--- config.mk ---
export PLATFORM = sky130hd
export DESIGN_NAME = hasu_ctrl
export DESIGN_NICKNAME = d
export VERILOG_FILES = /design/src/hasu_pkg.sv /design/src/hasu_ctrl.sv
export VERILOG_INCLUDE_DIRS = /design/src /design/src/src
export SDC_FILE = /design/constraint.sdc
export NUM_CORES = 1
export LEC_CHECK = 0
export ABC_AREA = 0
export BUFFER_PORTS_ARGS = -buffer_cell sky130_fd_sc_hd__buf_2
export CAP_MARGIN = 20
export CORE_AREA = 2 2 39 41
export CTS_BUF_LIST = sky130_fd_sc_hd__clkbuf_8
export DETAILED_ROUTE_END_ITERATION = 12
export DIE_AREA = 0 0 41 43
export PLACE_DENSITY = 0.53
export RECOVER_POWER = 100
export SLEW_MARGIN = 20
export SYNTH_ARGS = -nofsm -noshare
export SYNTH_HDL_FRONTEND = slang
export SYNTH_SLANG_ARGS = --single-unit
--- constraint.sdc ---
create_clock -name clk_i -period 3.1 [get_ports clk_i]
set_input_delay 0.155 -clock clk_i [delete_from_list [all_inputs] [get_ports clk_i]]
set_output_delay 0.155 -clock clk_i [all_outputs]
set_load 0.05 [all_outputs]
--- src/assert_macros.svh ---
// Assertion helpers shared by the RTL modules.
`ifndef ASSERT_MACROS_SVH
`define ASSERT_MACROS_SVH

// Checks that a property holds at every clock edge outside reset.
`define HASU_ASSERT(lbl, clk, rstn, prop) \
  lbl: assert property (@(posedge clk) disable iff (!rstn) prop) else $error("assertion failed");

// Checks that a condition never holds outside reset.
`define HASU_NEVER(lbl, clk, rstn, expr) \
  lbl: assert property (@(posedge clk) disable iff (!rstn) !(expr)) else $error("forbidden condition");

`endif

--- src/hasu_pkg.sv ---
package hasu_pkg;

  localparam int unsigned CountW = 32;
  localparam int unsigned BinW   = 33;
  localparam int unsigned IdxOutW  = 7;
  localparam int unsigned MeanOutW = 15;
  localparam int unsigned MedOutW  = 16;

  typedef enum logic [3:0] {
    S_IDLE,
    S_START,
    S_MEAN_WAIT,
    S_RD,
    S_CHK,
    S_MUL,
    S_DIFF,
    S_MED_START,
    S_MED_WAIT,
    S_OUT
  } state_e;

  typedef struct packed {
    logic accept;
    logic start_mean;
    logic take_mean;
    logic walk_chk;
    logic do_mul;
    logic do_diff;
    logic start_med;
    logic latch_out;
    logic latch_empty;
    logic clear;
  } cmd_t;

  typedef struct packed {
    logic empty;
    logic hit;
    logic div_done;
  } status_t;

endpackage

--- src/hasu_ctrl.sv ---
`include "assert_macros.svh"

module hasu_ctrl (
  input  logic              clk_i,
  input  logic              rst_ni,
  input  logic              in_valid_i,
  input  logic              last_bin_i,
  input  logic              out_stall_i,
  input  hasu_pkg::status_t status_i,
  output hasu_pkg::cmd_t    cmd_o,
  output logic              in_stall_o,
  output logic              out_valid_o
);

  hasu_pkg::state_e state_q, state_d;

  always_comb begin
    state_d = state_q;
    case (state_q)
      hasu_pkg::S_IDLE: begin
        if (in_valid_i && last_bin_i) begin
          state_d = hasu_pkg::S_START;
        end
      end
      hasu_pkg::S_START: begin
        state_d = status_i.empty ? hasu_pkg::S_OUT : hasu_pkg::S_MEAN_WAIT;
      end
      hasu_pkg::S_MEAN_WAIT: begin
        if (status_i.div_done) begin
          state_d = hasu_pkg::S_RD;
        end
      end
      hasu_pkg::S_RD:  state_d = hasu_pkg::S_CHK;
      hasu_pkg::S_CHK: state_d = status_i.hit ? hasu_pkg::S_MUL : hasu_pkg::S_RD;
      hasu_pkg::S_MUL: state_d = hasu_pkg::S_DIFF;
      hasu_pkg::S_DIFF: state_d = hasu_pkg::S_MED_START;
      hasu_pkg::S_MED_START: state_d = hasu_pkg::S_MED_WAIT;
      hasu_pkg::S_MED_WAIT: begin
        if (status_i.div_done) begin
          state_d = hasu_pkg::S_OUT;
        end
      end
      hasu_pkg::S_OUT: begin
        if (!out_stall_i) begin
          state_d = hasu_pkg::S_IDLE;
        end
      end
      default: state_d = hasu_pkg::S_IDLE;
    endcase
  end

  always_comb begin
    cmd_o       = '0;
    in_stall_o  = 1'b1;
    out_valid_o = 1'b0;
    case (state_q)
      hasu_pkg::S_IDLE: begin
        in_stall_o   = 1'b0;
        cmd_o.accept = in_valid_i;
      end
      hasu_pkg::S_START: begin
        if (status_i.empty) begin
          cmd_o.latch_empty = 1'b1;
          cmd_o.clear       = 1'b1;
        end else begin
          cmd_o.start_mean = 1'b1;
        end
      end
      hasu_pkg::S_MEAN_WAIT: cmd_o.take_mean = status_i.div_done;
      hasu_pkg::S_CHK:       cmd_o.walk_chk  = 1'b1;
      hasu_pkg::S_MUL:       cmd_o.do_mul    = 1'b1;
      hasu_pkg::S_DIFF:      cmd_o.do_diff   = 1'b1;
      hasu_pkg::S_MED_START: cmd_o.start_med = 1'b1;
      hasu_pkg::S_MED_WAIT: begin
        cmd_o.latch_out = status_i.div_done;
        cmd_o.clear     = status_i.div_done;
      end
      hasu_pkg::S_OUT: out_valid_o = 1'b1;
      default: begin
        cmd_o = '0;
      end
    endcase
  end

  always_ff @(posedge clk_i or negedge rst_ni) begin
    if (!rst_ni) begin
      state_q <= hasu_pkg::S_IDLE;
    end else begin
      state_q <= state_d;
    end
  end

  `HASU_ASSERT(a_mean_to_walk, clk_i, rst_ni, (state_q == hasu_pkg::S_MEAN_WAIT && status_i.div_done) |=> (state_q == hasu_pkg::S_RD))
  `HASU_ASSERT(a_clear_to_out, clk_i, rst_ni, cmd_o.clear |=> (state_q == hasu_pkg::S_OUT))
  `HASU_ASSERT(a_out_holds, clk_i, rst_ni, (state_q == hasu_pkg::S_OUT && out_stall_i) |=> (state_q == hasu_pkg::S_OUT))

endmodule

# Word-level counts from Yosys, hierarchy flattened
# Cells that the tools add are included.
[word_totals]
reg_bits = 4
input_bits = 8
output_inout_bits = 12
wordCells = 38
[classes]
eq_ne = 13
muxes = 21
n_reduce_logical = 3
[op_table]
columns = ["cell", "n"]
rows = [
  ["4-bit one-hot mux with 10 select lines", 1],
  ["4-bit two-way mux", 5],
  ["4-bit by 3-bit equality test with 1-bit output (second input constant)", 4],
  ["1-bit two-way mux", 12],
  ["4-bit by 2-bit equality test with 1-bit output (second input constant)", 2],
  ["4-bit equality test (second input constant)", 2],
  ["2-bit inequality test (second input constant)", 4],
  ["4-bit by 1-bit equality test with 1-bit output (second input constant)", 1],
  ["4-bit logical NOT", 1],
  ["4-bit AND reduction", 1],
  ["3-bit two-way mux", 1],
  ["2-bit two-way mux", 1],
  ["1-bit one-hot mux with 2 select lines", 1],
  ["1-bit logical AND", 1],
]

# Depth between registers and ports, before layout
# Gate-level depths: netlist of run 1.
[logic_depth]
word_depth = 3
ltp_mapped = 5
mapped_depth_nobuf = 4

# Worst setup path before layout of run 1
# OpenSTA, ideal clock, no wires.
[synth_path]
kind = "register to output"
from = "reg state_q[2]"
to = "out cmd_o[8] (netlist bit)"
arrival_ps = 2074
required_ps = 2945
setup_slack_ps = 871
stages_incl_launch_ff = 3
path_buffers = 1
cell_sequence = "dfrtp_1 -> buf_6 -> nor4_1"
[synth_lines]
columns = ["item", "line", "source"]
rows = [
  ["start: declaration", "hasu_ctrl.sv:15", "hasu_pkg::state_e state_q, state_d;"],
  ["start signal: assignment", "hasu_ctrl.sv:87", "state_q <= hasu_pkg::S_IDLE;"],
  ["start signal: assignment", "hasu_ctrl.sv:89", "state_q <= state_d;"],
  ["end: declaration", "hasu_ctrl.sv:10", "output hasu_pkg::cmd_t cmd_o,"],
]

==> flow_summary.toml, run 1 <==
[status]
outcome = "finished, final reports clean"

[clock_network]
cts_sinks = 4
cts_setup_buffers = 0
ctsHtreeMaxLevel = 1
cts_root_buf = "clkbuf_8"
clk_path_buf_depth = 2
cts_buffers = 3
clk_pin_slew_ns = 0.03
holdBufCountCts = 1
cts_tree = "built"
cts_resized = 0
clk_latency_ns = 0.21

[sta]
setup_tns_ns = 0
finalWorstSetupSlack_ns = 1.21
drv_slew = 0
finalSetupViolations = 0
fin_crit_sh_pct = 61.1
timing.hold.ws_ns = 0.181
worst_pin_slew_ns = 0.598
fin_skew_ns = 0.00161
maxSlewHeadroom_pct = 60.3
fin_crit_ns = 1.89
hold_viol = 0
fmaxAchievable_ghz = 0.528
rsz0062_at_grt = "false"

[power_and_ir_drop]
cellPowerDensity_nw_per_um2 = 1190
pwr-share-clk_pct = 18.5
p_leak_nw = 0.206
ir_worst_vdd_mv = 0.357
combPwrFrac_pct = 57.3
p_switching_mw = 0.323
netSwitchingFraction_pct = 56.5
seqPwrFrac_pct = 24.1
internal-power_mw = 0.249

[global_routing]
grt_first_pass_wirelength_um = 1590
grt_max_degree = 14
grt_antenna_before_repair = 0
grt_overflow = 0
grt_pass1_vias = 374
grt.total_usage_pct = 13.6

[logic_synthesis]
synth_top_cell_by_area = "dfrtp_1"
synth_top_family_by_area = "simple AND/OR/NAND/NOR gates"
synth_fa_ha_area_share_pct = 0
synth-seq-cells = 4
yosysSeqAreaShare_pct = 26.2
synth_warnings = 0
synthMuxAreaShare_pct = 0
synth_simple_gate_area_share_pct = 34.8
synth_area_leaders = "dfrtp_1 26%, nor2_1 8.9%, buf_6 8.9%"
ys_types = 23
synth_top_area_share_pct = 26.2
syn-cell-area_um2 = 382
synth-compound-area-share_pct = 21.6
syn_nets = 58
synthXorXnorAreaFrac_pct = 2.30
syn_inst = 50
avgSynthCellArea_um2 = 7.63

[placement]
placed_cells = 81
dpl.hpwl_um = 708
port_buffers = 19
gp_congestion = 0.667
post-place-ws_ns = 1.61

[detailed_routing]
routed-via-count = 419
ant_nets = 0
drt_iter0_drc = 4
detail_route.wl_per_cell_um = 11.0
first_pass_iters = 4
viasPerCell = 4.93
route.detailed.drc = 0
routed_wl_um = 931

[critical_path]
cpLargestDelayFamily = "simple AND/OR/NAND/NOR gates"
required_ns = 2.94
r2r-start = "state_q[0]$_DFFE_PN0P_"
cpPeakStageDelay_ns = 0.49
cp_cell_sequence = "nor2_1 -> and4_1 -> or2_1 -> clkbuf_1"
r2r_slack_ns = 1.76
critical-path-slowest-cell = "dfrtp_1"
critPathArrivalTime_ns = 1.74
cp-start-kind = "flip-flop"
worst-setup-path-type = "flip-flop to primary output"
r2r_cells = 4
path_buf_inv = 1
cp-end-kind = "primary output"
worst-path-max-fanout = 13
r2r-end = "state_q[0]$_DFFE_PN0P_"

[cells_and_area]
final-instance-count-excl-fill = 85
fillCellCount = 165
final_layout_size_suffix_gt1_share_pct = 14.5
top_regs = "state_q: 4 flops"
syn2layout_area_growth_pct = 25.9
top_register = "state_q"
largest_reg_flops = 4
nets = 79
final_util_pct = 34.7
antennaDiodeCount = 0

[min_path]
hold_path.class = "primary input to flip-flop"
hold_depth = 3
hold_start = "out_stall_i"
whs_endpoint = "state_q[0]$_DFFE_PN0P_"

[floorplan]
rows = 14
top_level_ports = 20
start_util_pct = 27.6
die_area_um2 = 1760
die_x_um = 41
die_h_um = 43
core_um2 = 1380

[flow_run]
drv_cap = 0
## layer usage
metal	GRT usage, %	part of all wire [%]
met2	20.3	53
met5	0	0
met4	8.00	0
met3	3.14	4.3
met1	17.0	42
## power groups by stage
stage,Sequential [mW],Clock (mW),Combinational (mW)
global placement,0.138,0,0.354
finish,0.138,0.106,0.328
floorplan,0.0871,0,0.363
detailed placement,0.138,0,0.352
global route,0.148,0.113,0.359
CTS,0.138,0.110,0.354
## tightest hold or removal path: cells and delay by family
kind	cells	cell delay (ns)
compound gates	1	0.06
simple gates	1	0.04
buf+inv	1	0.09
## synthesized netlist by cell type, drive strengths merged
cell type / n
and4: 1
o21ai: 2
and3: 3
a21oi: 4
dfrtp: 4
buf: 4
inv: 3
nand2: 5
nor2: 9
o32a: 1
nor2b: 1
nand2b: 2
nor4: 2
o32ai: 1
o31ai: 1
nor3: 3
a2111oi: 1
xnor2: 1
or2: 1
o21a: 1
## through the flow
step	power [mW]	instance area, um2
floorplan	0.450	382
global placement	0.492	455
detailed placement	0.490	455
CTS	0.602	507
global route	0.620	480
finish	0.571	480
## kinds of logic after synthesis
| family | Yosys count |
|---|---|
| buf+inv | 7 |
| xor+xnor | 1 |
| compound gates | 11 |
| flops | 4 |
| simple gates | 27 |
## worst max path at each step
stage	to	depth (start not counted)	slack [ns]	startpoint
after global placement	cmd_o[0]	4	1.64	state_q[3]$_DFFE_PN0P_
after CTS	cmd_o[0]	4	1.38	state_q[3]$_DFFE_PN0P_
final	cmd_o[0]	4	1.21	state_q[2]$_DFFE_PN0P_
after floorplan	cmd_o[8]	2	0.87	state_q[2]$_DFFE_PN0P_
after global routing	cmd_o[0]	4	1.05	state_q[2]$_DFFE_PN0P_
after detailed placement	cmd_o[0]	4	1.61	state_q[3]$_DFFE_PN0P_
## cell usage in the layout, fill, tap and decap left out
cell type	count
xnor2_1	1
nor4_1	2
inv_1	2
a21oi_1	4
buf_2	6
o21ai_0	2
nand2_1	5
nand2b_1	2
clkbuf_1	13
clkbuf_8	3
a2111oi_0	1
nor2_1	9
o32ai_1	1
dlygate4sd3_1	1
and3_1	3
dfrtp_1	4
or2_1	1
o31ai_1	1
inv_6	1
o32a_1	1
and4_1	1
nor2b_1	1
nor3_1	3
o21a_1	1
## final cells by class
class	count	area (um2)	area share, %
Sequential cell	4	100	20.8
Timing Repair Buffer	20	88.8	18.5
Inverter	3	16.3	3.39
Multi-Input combinational cell	39	214	44.5
Tap cell	16	20.0	4.17
Clock buffer	3	41.3	8.59
Note: power is estimated with default switching activity, not from simulation.
==> run 2, diff against run 1 <==
- ABC_AREA: 0 -> 1
- PLACE_DENSITY: 0.53 -> 0.55
- clock period: 3.1 -> 1.7 ns (I/O delays scaled with it)
==> flow_summary.toml, run 2 <==
[status]
outcome = "finished, final reports clean"

[floorplan]
die_x_um = 41
rows = 14
start_util_pct = 27.7
top_level_ports = 20
die_h_um = 43
core_um2 = 1380
die_area_um2 = 1760

[sta]
timing.hold.ws_ns = 0.124
setup_tns_ns = 0
worst_pin_slew_ns = 0.313
fin_crit_ns = 1.59
finalSetupViolations = 0
maxSlewHeadroom_pct = 79.0
fin_skew_ns = 0.00102
hold_viol = 0
drv_slew = 0
fmaxAchievable_ghz = 0.629
finalWorstSetupSlack_ns = 0.111
fin_crit_sh_pct = 93.5
rsz0062_at_grt = "false"

[clock_network]
clk_path_buf_depth = 2
clk_pin_slew_ns = 0.03
cts_tree = "built"
cts_buffers = 3
clk_latency_ns = 0.21
cts_setup_buffers = 0
cts_sinks = 4
ctsHtreeMaxLevel = 1
cts_root_buf = "clkbuf_8"

[global_routing]
grt.total_usage_pct = 10.9
grt_first_pass_wirelength_um = 1370
grt_pass1_vias = 357
grt_antenna_before_repair = 0
grt_max_degree = 9
grt_overflow = 0

[detailed_routing]
detail_route.wl_per_cell_um = 8.81
drt_iter0_drc = 8
route.detailed.drc = 0
first_pass_iters = 3
viasPerCell = 4.42
routed_wl_um = 863
routed-via-count = 433
ant_nets = 0

[critical_path]
worst-path-max-fanout = 8
cpPeakStageDelay_ns = 0.48
cp_cell_sequence = "nor2_1 -> nand2_2 -> o21ai_1 -> clkbuf_2"
critPathArrivalTime_ns = 1.50
required_ns = 1.62
worst-setup-path-type = "flip-flop to primary output"
cp-start-kind = "flip-flop"
r2r_cells = 6
critical-path-slowest-cell = "dfrtp_1"
cp-end-kind = "primary output"

[cells_and_area]
top_regs = "state_q: 4 flops"
final_layout_size_suffix_gt1_share_pct = 41.5
final_design_area_no_fill_um2 = 541
layout_commonest_cell = "nand2_1"
top_register = "state_q"
syn2layout_area_growth_pct = 41.2
final_util_pct = 39.1
layout_common_cells = "13 x nand2_1, 11 x clkbuf_2, 9 x inv_1"
largest_reg_flops = 4
final-instance-count-excl-fill = 98
antennaDiodeCount = 0
nets = 92

[placement]
dpl-instance-area_um2 = 495
gp_congestion = 0.737
post-place-ws_ns = 0.349
placed_cells = 94
dpl.hpwl_um = 745
port_buffers = 19

[logic_synthesis]
synth-edff-count = 0
synth_most_common_cell = "nand2_1"
syn_nets = 68
synth_warnings = 0
synth-main-ff-cell = "dfrtp_1"
yosysSeqAreaShare_pct = 26.1
synth_area_leaders = "dfrtp_1 26%, nand2_1 13%, nand3_1 9.2%"
avgSynthCellArea_um2 = 6.38
async_flop_share_pct = 100
yosys-top-cells-count = "13 x nand2_1, 9 x inv_1, 8 x nor2_1, 7 x nand3_1, 4 x dfrtp_1"
synth_top_area_share_pct = 26.1
syn-cell-area_um2 = 383
synth-seq-cells = 4
ys_types = 17
syn_inst = 60
synth_top_cell_by_area = "dfrtp_1"

[flow_run]
drv_cap = 0

[power_and_ir_drop]
ir_worst_vdd_mv = 0.568
p_leak_nw = 0.314
fin_total_pwr_mw = 1.05
cellPowerDensity_nw_per_um2 = 1940

[min_path]
hold_path.class = "primary input to flip-flop"
hold_depth = 3
==> run 2: cell types whose count changed after synthesis, moves of 3 or more <==
cell / before / now
inv_2: 0 / 3
and3_1: 3 / 0
inv_1: 2 / 9
nand2_1: 5 / 13
nor3_2: 0 / 3
nor3_1: 3 / 0
nand3_1: 0 / 7
==> run 2: routing by layer <==
layer  GRT usage, %  share of wire (%)  up-vias  wire, um
met1           14.1                 47      189       403
li1               -                  -      235         -
met2           17.5                 48        9       418
met3           1.57                4.8        0        41
met4           4.00                  0        0         0
met5              0                  0        -         0
==> run 2: timing repair <==
action,4_1_cts,5_1_grt
hold buffers,1,0
hold endpoints to repair,4,0
gates resized for setup,0,0
==> run 2: worst paths after layout <==
check                                       start                endpoint  slack (ns)
max                        state_q[1]$_DFFE_PN0P_                cmd_o[0]        0.11
min                                   status_i[1]  state_q[2]$_DFFE_PN0P_        0.12
max reg2reg                state_q[2]$_DFFE_PN0P_  state_q[3]$_DFFE_PN0P_        0.43
min reg2reg                state_q[3]$_DFFE_PN0P_  state_q[2]$_DFFE_PN0P_        0.67
max in group asynchronous                  rst_ni  state_q[3]$_DFFE_PN0P_        1.30
min in group asynchronous                  rst_ni  state_q[2]$_DFFE_PN0P_        0.23
==> run 2: critical path: cells and delay by family, from the launching register on <==
family	cells	cell delay [ns]
compound gates	1	0.13
buf+inv	1	0.29
flops	1	0.48
simple gates	2	0.40
==> run 2: report_power, final <==
| part | switching (mW) | leakage (nW) | total, mW | internal (mW) |
|---|---|---|---|---|
| combinational | 0.493 | 0.241 | 0.657 | 0.163 |
| clock | 0.0410 | 0.0216 | 0.191 | 0.150 |
| sequential | 0.0697 | 0.0517 | 0.203 | 0.133 |
| total | 0.604 | 0.314 | 1.05 | 0.447 |
==> run 2: cell type report <==
| cell class | count | area, um2 |
|---|---|---|
| timing repair buffer | 20 | 104 |
| inverter | 12 | 45.0 |
| multi-input combinational | 43 | 230 |
| clock buffer | 3 | 41.3 |
| fill | 165 | 843 |
| sequential | 4 | 100 |
| tap | 16 | 20.0 |
==> run 2: logic make-up after synthesis <==
family / Yosys count / share of synthesized area (%)
compound gates: 4 / 5.23
buf+inv: 13 / 14.7
flops: 4 / 26.1
simple gates: 39 / 53.9
==> run 3, diff against run 2 <==
- ABC_AREA: 1 -> 0
- GPL_ROUTABILITY_DRIVEN: unset -> 0
==> flow_summary.toml, run 3 (same netlist as run 1, synthesis figures left out) <==
[placement]
dpl.hpwl_um = 774
post-place-ws_ns = 0.241
port_buffers = 19

[clock_network]
cts_setup_buffers = 0
clk_path_buf_depth = 2
cts_tree = "built"
ctsHtreeMaxLevel = 1
cts_buffers = 3
clk_pin_slew_ns = 0.03
cts_sinks = 4
cts_root_buf = "clkbuf_8"
clk_latency_ns = 0.21

[sta]
rsz0062_at_grt = "false"
fin_skew_ns = 0.00204
finalSetupViolations = 0
setup_tns_ns = 0
finalWorstSetupSlack_ns = 0.122
timing.hold.ws_ns = 0.130
fmaxAchievable_ghz = 0.634
fin_crit_ns = 1.58
drv_slew = 0
fin_crit_sh_pct = 92.8
hold_viol = 0
maxSlewHeadroom_pct = 60.7
worst_pin_slew_ns = 0.592

[critical_path]
worst-path-max-fanout = 9
required_ns = 1.62
cp-end-kind = "primary output"
critical-path-slowest-cell = "dfrtp_1"
worst-setup-path-type = "flip-flop to primary output"
critPathArrivalTime_ns = 1.49
cp-start-kind = "flip-flop"
cp_cell_sequence = "nor2_2 -> and4_1 -> or2_4 -> buf_2"
cpPeakStageDelay_ns = 0.51

[cells_and_area]
top_regs = "state_q: 4 flops"
largest_reg_flops = 4
top_register = "state_q"
layout_common_cells = "10 x clkbuf_2, 8 x nor2_1, 7 x buf_2"
final_layout_size_suffix_gt1_share_pct = 38.0
nets = 81
antennaDiodeCount = 0
fillCellCount = 158
final_util_pct = 37.8
syn2layout_area_growth_pct = 37.0
layout_commonest_cell = "clkbuf_2"

[detailed_routing]
viasPerCell = 4.94
drt_iter0_drc = 13
route.detailed.drc = 0
first_pass_iters = 4
routed-via-count = 430
ant_nets = 0
detail_route.wl_per_cell_um = 11.1
routed_wl_um = 967

[global_routing]
grt_pass1_vias = 414
grt.total_usage_pct = 13.5
grt_first_pass_wirelength_um = 1680
grt_max_degree = 12
grt_overflow = 0
grt_antenna_before_repair = 0

[floorplan]
core_um2 = 1380
die_x_um = 41
rows = 14
start_util_pct = 27.6
top_level_ports = 20
die_h_um = 43
die_area_um2 = 1760

[power_and_ir_drop]
cellPowerDensity_nw_per_um2 = 2120
ir_worst_vdd_mv = 0.720
fin_total_pwr_mw = 1.11
p_leak_nw = 0.251

[min_path]
hold_path.class = "primary input to flip-flop"

[flow_run]
drv_cap = 0

[status]
outcome = "finished, final reports clean"
==> run 3: metrics by stage <==
stage                     instances  area [um2]
after floorplan                  50         395
after global placement           83         484
after detailed placement         83         484
after CTS                        87         536
after global routing             87         523
final                            87         523
==> run 3: layer usage <==
| metal | global-route usage (%) | routed length, um | part of all wire, % |
|---|---|---|---|
| met2 | 18.8 | 445 | 46 |
| met5 | 0 | 0 | 0 |
| met3 | 4.71 | 66 | 6.8 |
| met1 | 18.8 | 455 | 47 |
| met4 | 4.67 | 0 | 0 |
==> run 3: power by group <==
group	internal, mW	switching, mW
clock network	0.151	0.0452
logic	0.209	0.463
registers	0.138	0.104
total	0.497	0.612
==> run 3: cell type report <==
class / instances / area (um2) / share of cell area [%]
Clock buffer: 3 / 41.3 / 7.89
Tap cell: 16 / 20.0 / 3.83
Timing Repair Buffer: 22 / 114 / 21.8
Inverter: 3 / 16.3 / 3.11
Sequential cell: 4 / 101 / 19.4
Multi-Input combinational cell: 39 / 230 / 44.0
==> run 3: repair_timing <==
action | in CTS | in global routing
gates resized for setup | 0 | 2
setup endpoints to repair | 0 | 1
hold buffers | 1 | 0
endpoints found under the hold margin | 4 | 0
==> run 3: final timing paths <==
path,start,end,slack [ns],depth (start not counted)
max,state_q[2]$_DFFE_PN0P_,cmd_o[0],0.12,4
min reg2reg,state_q[3]$_DFFE_PN0P_,state_q[1]$_DFFE_PN0P_,0.59,1
min in group asynchronous,rst_ni,state_q[2]$_DFFE_PN0P_,0.23,2
min,out_stall_i,state_q[0]$_DFFE_PN0P_,0.13,3
max reg2reg,state_q[2]$_DFFE_PN0P_,state_q[2]$_DFFE_PN0P_,0.30,3
max in group asynchronous,rst_ni,state_q[3]$_DFFE_PN0P_,1.27,2
==> run 3: worst max-delay path, delay by kind of cell, from the launching register on <==
family	cells	cell delay, ns
flip-flops	1	0.51
AND/OR/NAND/NOR	3	0.56
buffers and inverters	1	0.21
